$ cat src/rtl/generational_slot_allocator_unit_macros.svh
// ----------------------------------------------------------------------------
// Generational slot allocator - assertion macros
// Shared concurrent assertion shorthands, clocked on clk_i, off in reset.
// ----------------------------------------------------------------------------
`ifndef GENERATIONAL_SLOT_ALLOCATOR_UNIT_MACROS_SVH
`define GENERATIONAL_SLOT_ALLOCATOR_UNIT_MACROS_SVH

// Same-cycle implication
`define GSA_ASSERT_NOW(lbl, ante, cons, msg) \
  lbl: assert property (@(posedge clk_i) disable iff (!rst_ni) (ante) |-> (cons)) \
    else $error(msg);

// Next-cycle implication
`define GSA_ASSERT_NEXT(lbl, ante, cons, msg) \
  lbl: assert property (@(posedge clk_i) disable iff (!rst_ni) (ante) |=> (cons)) \
    else $error(msg);

`endif

$ cat src/rtl/gsa_pkg.sv
// ----------------------------------------------------------------------------
// gsa_pkg
// Types, constants and codes shared by the generational slot allocator.
// ----------------------------------------------------------------------------
package gsa_pkg;

  localparam int unsigned NUM_SLOTS   = 16;
  localparam int unsigned SLOT_W      = (NUM_SLOTS > 1) ? $clog2(NUM_SLOTS) : 1;
  localparam int unsigned DATA_W      = 32;
  localparam int unsigned OUT_SLOT_W  = 4;
  localparam int unsigned CFG_IDX_W   = 2;
  localparam int unsigned QUEUE_DEPTH = 2;
  localparam int unsigned QPTR_W      = $clog2(QUEUE_DEPTH);

  // generation increment
  localparam logic [DATA_W-1:0] GEN_STEP = DATA_W'(1);

  // request kind codes
  localparam logic KIND_ALLOC   = 1'b0;
  localparam logic KIND_RELEASE = 1'b1;

  // configuration register indexes
  typedef enum logic [CFG_IDX_W-1:0] {
    CFG_MAX_PAYLOAD_LEN = 2'd0,
    CFG_MAX_TOTAL_BYTES = 2'd1,
    CFG_MAX_LIVE_COUNT  = 2'd2
  } cfg_idx_e;

  // classified operation
  typedef enum logic [1:0] {
    OP_ALLOC,
    OP_RELEASE,
    OP_DROP
  } op_e;

  // back end sequencer
  typedef enum logic {
    BK_IDLE,
    BK_EXEC
  } bk_state_e;

  typedef struct packed {
    logic [DATA_W-1:0] max_payload_len;
    logic [DATA_W-1:0] max_total_bytes;
    logic [DATA_W-1:0] max_live_count;
  } cfg_t;

  typedef struct packed {
    op_e               op;
    logic [DATA_W-1:0] owner;
    logic [DATA_W-1:0] len;
    logic [DATA_W-1:0] gen;
    logic [SLOT_W-1:0] slot;
  } cmd_t;

  // one slot table entry
  typedef struct packed {
    logic [DATA_W-1:0] gen;
    logic [DATA_W-1:0] owner;
    logic [DATA_W-1:0] size;
  } entry_t;

  // queue status toward the front end
  typedef struct packed {
    logic full;
  } q_stat_t;

endpackage

$ cat src/rtl/gsa_queue.sv
// ----------------------------------------------------------------------------
// gsa_queue
// Short FIFO of classified commands between front and back end.
// ----------------------------------------------------------------------------
module gsa_queue
  import gsa_pkg::*;
(
  input  logic    clk_i,
  input  logic    rst_ni,
  input  logic    push_i,
  input  cmd_t    data_i,
  output q_stat_t stat_o,
  input  logic    pop_i,
  output logic    valid_o,
  output cmd_t    data_o
);

  cmd_t                  buf_q [QUEUE_DEPTH];
  logic [QPTR_W-1:0]     wptr_q, wptr_d;
  logic [QPTR_W-1:0]     rptr_q, rptr_d;
  logic [QPTR_W:0]       cnt_q, cnt_d;
  logic                  do_push, do_pop;

  assign stat_o.full = (cnt_q == (QPTR_W+1)'(QUEUE_DEPTH));
  assign valid_o     = (cnt_q != '0);
  assign data_o      = buf_q[rptr_q];
  assign do_push     = push_i && !stat_o.full;
  assign do_pop      = pop_i && valid_o;

  // pointer and count update
  always_comb begin
    wptr_d = wptr_q;
    rptr_d = rptr_q;
    cnt_d  = cnt_q;
    if (do_push) begin
      wptr_d = (wptr_q == QPTR_W'(QUEUE_DEPTH - 1)) ? '0 : wptr_q + QPTR_W'(1);
    end
    if (do_pop) begin
      rptr_d = (rptr_q == QPTR_W'(QUEUE_DEPTH - 1)) ? '0 : rptr_q + QPTR_W'(1);
    end
    if (do_push && !do_pop) begin
      cnt_d = cnt_q + (QPTR_W+1)'(1);
    end else if (do_pop && !do_push) begin
      cnt_d = cnt_q - (QPTR_W+1)'(1);
    end
  end

  always_ff @(posedge clk_i or negedge rst_ni) begin
    if (!rst_ni) begin
      wptr_q <= '0;
      rptr_q <= '0;
      cnt_q  <= '0;
    end else begin
      wptr_q <= wptr_d;
      rptr_q <= rptr_d;
      cnt_q  <= cnt_d;
    end
  end

  // storage
  always_ff @(posedge clk_i) begin
    if (do_push) begin
      buf_q[wptr_q] <= data_i;
    end
  end
endmodule

$ cat config.mk
export PLATFORM = sky130hd
export DESIGN_NAME = gsa_queue
export DESIGN_NICKNAME = d
export VERILOG_FILES = /design/src/rtl/generational_slot_allocator_unit_macros.svh /design/src/rtl/gsa_pkg.sv /design/src/rtl/gsa_queue.sv
export SDC_FILE = /design/constraint.sdc
export NUM_CORES = 1
export LEC_CHECK = 0
export ABC_CLOCK_PERIOD_IN_PS = 10100
export BUFFER_PORTS_ARGS = -buffer_cell sky130_fd_sc_hd__buf_4
export CAP_MARGIN = 5
export CORE_MARGIN = 8
export CORE_UTILIZATION = 56
export CTS_CLUSTER_DIAMETER = 120
export DETAILED_ROUTE_END_ITERATION = 16
export GPL_ROUTABILITY_DRIVEN = 0
export PLACE_DENSITY = 0.91
export SETUP_SLACK_MARGIN = 0.02
export SYNTH_ARGS = -nofsm -noshare
export SYNTH_HDL_FRONTEND = slang
export SYNTH_SLANG_ARGS = --single-unit
$ cat constraint.sdc
create_clock -name clk_i -period 10.1 [get_ports clk_i]
set_input_delay 2.02 -clock clk_i [delete_from_list [all_inputs] [get_ports clk_i]]
set_output_delay 2.02 -clock clk_i [all_outputs]
set_load 0.02 [all_outputs]
==> out/qor.yml, run 1 <==
status:
  status: "finished, final reports clean"
power_and_ir_drop:
  switching_share_pct: 30.88
  p_int_mw: 2.074
  finalPower_mw: 3.000
  p_seq_share_pct: 42.3
  irDropWorstVdd_mv: 0.2546
  pwr-share-clk_pct: 23.6
  p_switching_uw: 926.5
  p_leak_nw: 3.731
  p_comb_share_pct: 34.1
  p_per_area_nw_per_um2: 301.9
synthesis:
  ys_seq_elements: 208
  synthCells: 336
  synth_fp_nets: 443
  synth_xor_area_share_pct: 0.5782
  yosysUniqueCellTypes: 15
  synth.area.mux_share_pct: 15.17
  synth_top_family_by_area: "multiplexers"
  yosys.area_share.simple_pct: 0.4461
  seq_area_frac_synth_pct: 82.21
  synth_compound_area_share_pct: 0
  syn-cell-area_um2: 7574
  synth_adder_area_share_pct: 0.1652
  yosys_warnings: 0
  postSynthAreaPerCell_um2: 22.54
hold_path:
  hold_path.class: "reg -> reg"
critical_path:
  start_kind: "flop"
  cp.required_ns: 8.08
  cpMaxStageDelayCell: "dfrtp_4"
  crit_type: "reg -> out"
  cp_max_fo: 52
  endpoint: "data_o[4]"
  r2r-end: "buf_q[1][96]"
  crit_path_end_kind: "output pin"
  rrSetupSlack_ns: 7.77
  crit_chain: "buf_4, mux2_2, buf_4"
  cp.arrival_ns: 2.66
  cp-startpoint: "rptr_q"
  critPathMaxStageDelay_ns: 0.87
  r2r-start: "cnt_q[0]"
  cp_common_cell: "buf_4"
  r2r_cells: 3
routing:
  antenna_left: 0
  firstDrtPassIters: 6
  vias: 3868
  vias_per_cell: 5.178
  drc: 0
  finalWirelength_um: 15360
  dr.first_iter.drc_count: 230
  wl_per_cell_um: 20.56
floorplan:
  initial_core_util_pct: 57.19
  die_w_um: 132.3
  dieArea_um2: 17500
  io_pins: 210
  fp-row-count: 42
  die_h_um: 132.3
  coreArea_um2: 13240
cts:
  cts_num_sinks: 208
  cts_hold_buffers: 0
  clkTransAtPathRegs_ns: 0.06
  cts-root-buf: "clkbuf_16"
  clkLatencyLatePin_ns: 0.48
  htree_levels: 1
  post_cts_buffers: 0
  cts_buffer_depth: 3
  numCtsBuffers: 20
  cts_tree: "built"
  ctsResizeCount: 0
final_layout:
  final_common_cell: "buf_4"
  area_delta_synth_final_pct: 31.19
  drive_gt1_share_pct: 60.42
  fin_area_um2: 9936
  antenna-diode-count: 0
  most-common-layout-cells: "buf_4 (213), edfxtp_1 (204), mux2_2 (102)"
  fin_nets: 667
timing:
  max_freq_mhz: 213.9
  slew_viol_final: 0
  slew_headroom_pct: 52.51
  setup_viol: 0
  fin_setup_tns_ns: 0
  rsz0062_at_grt: "no"
  setup_ws_ns: 5.425
  final.setup_skew_ns: 0.007015
  finalCritPeriodShare_pct: 46.29
  tightestPinTransition_ns: 0.7123
  period_minus_slack_ns: 4.675
  finalHoldViolCount: 0
placed_design:
  port_buffers: 209
  post-place-ws_ns: 5.902
  dp_hpwl_um: 10470
  placed_area_um2: 9308
global_routing:
  antenna_found_initial: 0
  gr-total-overflow: 0
  grt_max_degree: 53
  grt_pass1_wl_um: 23360
  grt_pass1_vias: 4342
  grt_use_total_pct: 16.78
job:
  cap_violations: 0
[power groups by stage]
stage                     registers, mW  clock network (mW)  logic, mW
after floorplan                    1.25                   0      0.680
after detailed placement           1.29                   0       1.03
final                              1.27               0.708       1.02
after CTS                          1.27               0.723       1.04
after global placement             1.27                   0       1.02
after global routing               1.29               0.756       1.08
[cell type report]
class / count / area, µm²
Sequential cell: 208 / 6230
Fill cell: 783 / 3307
Timing Repair Buffer: 213 / 1599
Multi-Input combinational cell: 115 / 1251
Clock buffer: 29 / 585.6
Tap cell: 176 / 220.2
Clock inverter: 4 / 42.54
Inverter: 2 / 7.507
[worst min-delay path by stage]
stage,start,to,slack (ns),cells after the start
after floorplan,cnt_q[1],cnt_q[1],0.46,1
after global placement,cnt_q[1],cnt_q[1],0.47,1
after detailed placement,cnt_q[1],cnt_q[1],0.48,1
after CTS,cnt_q[1],cnt_q[1],0.50,1
after global routing,cnt_q[1],cnt_q[1],0.54,1
final,cnt_q[1],cnt_q[1],0.50,1
[synthesized netlist by cell type]
master    instances  area share, %
nand2_1           2          0.099
edfxtp_1        204             81
buf_6             7            1.0
nand2b_1          1          0.083
nor2_1            2          0.099
buf_2             3           0.20
xor2_1            2           0.23
xnor2_1           3           0.35
mux2_2          102             15
or2_2             1          0.083
buf_4             1          0.099
and3_1            1          0.083
dfrtp_1           4            1.3
inv_1             2          0.099
ha_1              1           0.17
[per-layer routing]
metal / GRT usage [%] / up-vias / routed length, µm
li1: - / 1774 / -
met1: 19.74 / 1894 / 5830
met2: 29.26 / 176 / 7919
met3: 5.335 / 24 / 1354
met4: 4.164 / 0 / 257
met5: 0 / - / 0
[per-stage QoR]
| stage | instances | util (%) | hold slack, ns |
|---|---|---|---|
| floorplan | 336 | - | 0.4559 |
| global placement | 714 | 70.29 | 0.4707 |
| detailed placement | 714 | 70.29 | 0.4805 |
| CTS | 747 | 75.03 | 0.4971 |
| global route | 747 | 75.03 | 0.5441 |
| finish | 747 | 75.03 | 0.5039 |
[sequential cells by signal, indices dropped and copies added, names as in the netlist]
signal  cells
wptr_q      1
buf_q     204
rptr_q      1
cnt_q       2
[critical path, delay by kind of cell (launching register included)]
family,cells,cell delay (ns)
buffers and inverters,2,0.82
flip-flops,1,0.87
multiplexers,1,0.44
[logic make-up (layout without fill, tap and decap cells)]
| group | count (synthesis) | in the layout |
|---|---|---|
| adder cells (fa/ha/maj) | 1 | 1 |
| XOR/XNOR | 5 | 5 |
| buffers and inverters | 13 | 248 |
| AND/OR/NAND/NOR | 7 | 7 |
| multiplexers | 102 | 102 |
| flip-flops | 208 | 208 |
No activity file was read; power rests on OpenSTA's default activity.
==> run 2, diff against run 1 <==
ABC_AREA = 1   (was unset)
ABC_CLOCK_PERIOD_IN_PS = 4150   (was 10100)
CORE_UTILIZATION = 47   (was 56)
PLACE_DENSITY = 0.82   (was 0.91)
clock period = 4.15 ns   (was 10.1 ns; I/O delays follow)
==> run 2 against run 1 <==
Compared with the run above:
- clock-buffer cell count is 5 lower
- clock skew is 0.0019 ns lower
- design area is 0.97% higher
- wire length is 8.9% higher
- register-to-register slack worse by 5.8 ns
- clock power is 140% higher
- non-clock buffer count is 3 higher
- synthesized area is 1.5% higher
- highest routed layer unchanged
- sequential power is 140% higher
- power grew to 2.5 times the previous value
==> out/qor.yml, run 2 <==
status:
  status: "finished, final reports clean"
synthesis:
  postSynth.asyncResetShare_pct: 1.923  # unchanged
  yosysUniqueCellTypes: 14  # -1
  yosys.area_share.simple_pct: 15.84  # +15 points
  synth.area.mux_share_pct: 0  # -15 points
  synth_compound_area_share_pct: 0.06513  # +0.065 points
  synth_fp_nets: 672  # +52%
  ys.flop_type: "edfxtp_1"
  syn-cell-area_um2: 7685  # +1.5%
  synthCells: 565  # +68%
  synth_xor_area_share_pct: 0.1140  # -0.46 points
  yosys-top-cells-area: "edfxtp_1 (80%), nand2_1 (15%), dfrtp_1 (1.3%)"
  synth_edf_count: 204  # unchanged
  postSynthAreaPerCell_um2: 13.60  # -40%
  synth_top_area_share_pct: 79.71  # -1.2 points
  synth_adder_area_share_pct: 0.1628  # -0.0024 points
  ys_seq_elements: 208  # unchanged
  synth_most_common_cell: "nand2_1"
  synthTopCellsByCount: "nand2_1 (317), edfxtp_1 (204), buf_4 (8), buf_6 (8)"
  seq_area_frac_synth_pct: 81.02  # -1.2 points
  synth_top_family_by_area: "simple AND/OR/NAND/NOR gates"
  yosys_warnings: 0  # unchanged
  synth_top_cell_by_area: "edfxtp_1"
critical_path:
  cp.arrival_ns: 2.62  # -0.04 ns
  crit_path_end_kind: "output pin"
  start_kind: "flop"
  cp.required_ns: 3.32  # -4.76 ns
  crit_type: "reg -> out"
  cp_max_fo: 58  # +12%
floorplan:
  fp-row-count: 46  # +9.5%
  io_pins: 210  # unchanged
  die_h_um: 143.9  # +8.7%
  die_w_um: 143.9  # +8.7%
  initial_core_util_pct: 48.20  # -9.0 points
  coreArea_um2: 15940  # +20%
  dieArea_um2: 20700  # +18%
routing:
  dr.first_iter.drc_count: 314  # +37%
  firstDrtPassIters: 4  # -2
  antenna_left: 0  # unchanged
  wl_per_cell_um: 16.60  # -19%
  drc: 0  # unchanged
  vias: 4769  # +23%
  finalWirelength_um: 16730  # +8.9%
  vias_per_cell: 4.731  # -8.6%
timing:
  finalCritPeriodShare_pct: 83.21
  fin_setup_tns_ns: 0  # unchanged
  setup_viol: 0  # unchanged
  slew_viol_final: 0  # unchanged
  slew_headroom_pct: 38.72  # -14 points
  tightestPinTransition_ns: 0.9192  # +0.2069 ns
  final.setup_skew_ns: 0.005160  # -0.001855 ns
  rsz0062_at_grt: "no"
  max_freq_mhz: 289.6
  finalHoldViolCount: 0  # unchanged
  period_minus_slack_ns: 3.453
power_and_ir_drop:
  finalPower_mw: 7.582  # +150%
  p_leak_nw: 4.285  # +15%
  irDropWorstVdd_mv: 0.5467  # +110%
  p_per_area_nw_per_um2: 755.8  # +150%
final_layout:
  fillCellCount: 1168  # +49%
  fin_nets: 888  # +33%
  finalCoreUtilization_pct: 62.93  # -12 points
  fin_area_um2: 10030  # +0.97%
  final_common_cell: "nand2_1"
  drive_gt1_share_pct: 31.19  # -29 points
  largest-register: "buf_q"
  largest_reg_flops: 204  # unchanged
  area_delta_synth_final_pct: 30.54
  antenna-diode-count: 0  # unchanged
  most-common-layout-cells: "nand2_1 (317), buf_4 (215), edfxtp_1 (204)"
  top_regs: "buf_q x204, cnt_q x2"
global_routing:
  antenna_found_initial: 0  # unchanged
  gr-total-overflow: 0  # unchanged
  grt_use_total_pct: 15.85  # -0.93 points
  grt_pass1_wl_um: 25460  # +9.0%
  grt_max_degree: 80  # +51%
  grt_pass1_vias: 4891  # +13%
cts:
  clkLatencyLatePin_ns: 0.48  # about the same
  clkTransAtPathRegs_ns: 0.06  # about the same
  cts_num_sinks: 208  # unchanged
  cts_tree: "built"
  cts_buffer_depth: 3  # unchanged
  cts_hold_buffers: 0  # unchanged
  post_cts_buffers: 0  # unchanged
  numCtsBuffers: 21  # +5.0%
  ctsResizeCount: 0  # unchanged
  cts-root-buf: "clkbuf_16"
  htree_levels: 1  # unchanged
job:
  cap_violations: 0  # unchanged
placed_design:
  port_buffers: 209  # unchanged
  placed_area_um2: 9419  # +1.2%
  dp_hpwl_um: 11320  # +8.1%
hold_path:
  hold_path.class: "in -> async"
run 2: logic make-up after synthesis:
family / after synthesis
AOI/OAI and AO/OA: 1
xor gates and xnor gates: 1
adders and majority gates: 1
buffers and inverters: 31
DFF: 208
and+or+nand+nor: 323
run 2: final timing paths:
| check | start | to | slack [ns] | cells past startpoint |
|---|---|---|---|---|
| max in group asynchronous | rst_ni | rptr_q | 3.89 | 1 |
| hold / removal | rst_ni | cnt_q[0] | 0.14 | 1 |
| min in group clk_i | cnt_q[1] | cnt_q[1] | 0.48 | 2 |
| hold reg to reg | cnt_q[1] | cnt_q[1] | 0.48 | 2 |
| setup reg to reg | cnt_q[1] | buf_q[0][24] | 1.95 | 6 |
| setup / recovery | rptr_q | data_o[11] | 0.70 | 5 |
run 2: layout make-up:
type                            count  area (µm²)  share of cell area [%]
Timing Repair Buffer              216        1634                   16.29
Clock buffer                       24       536.8                   5.350
Tap cell                          216       270.3                   2.694
Multi-Input combinational cell    326        1251                   12.47
Sequential cell                   208        6230                   62.10
Clock inverter                     10       76.32                  0.7608
Inverter                            8       33.78                  0.3367
run 2: stage by stage:
step	cells	hold slack (ns)	setup WS [ns]
after floorplan	565	0.4417	0.1123
after detailed placement	974	0.4748	1.141
final	1008	0.1409	0.6970
after global placement	974	0.4544	1.180
after CTS	1008	0.1195	0.6193
after global routing	1008	0.1157	0.4698
run 2: per-layer routing:
metal | vias to the layer above | GRT usage (%) | routed length, µm
met3 | 31 | 6.271 | 1816
li1 | 2326 | - | -
met2 | 178 | 27.37 | 8590
met4 | 0 | 5.202 | 380
met5 | - | 0 | 0
met1 | 2234 | 17.54 | 5944
run 2: critical path, stage by stage (launching register included):
cell	delay (ns)
dfrtp_4	0.59
clkinv_2	0.73
buf_4	0.47
nand2_1	0.08
nand2_1	0.06
buf_4	0.16
run 2: power breakdown:
part	total [mW]	switching, mW	leakage [nW]	internal [mW]
sequential	3.01	0.141	1.95	2.87
combinational	2.88	1.88	2.04	1.00
clock	1.69	0.707	0.299	0.983
total	7.58	2.73	4.28	4.86
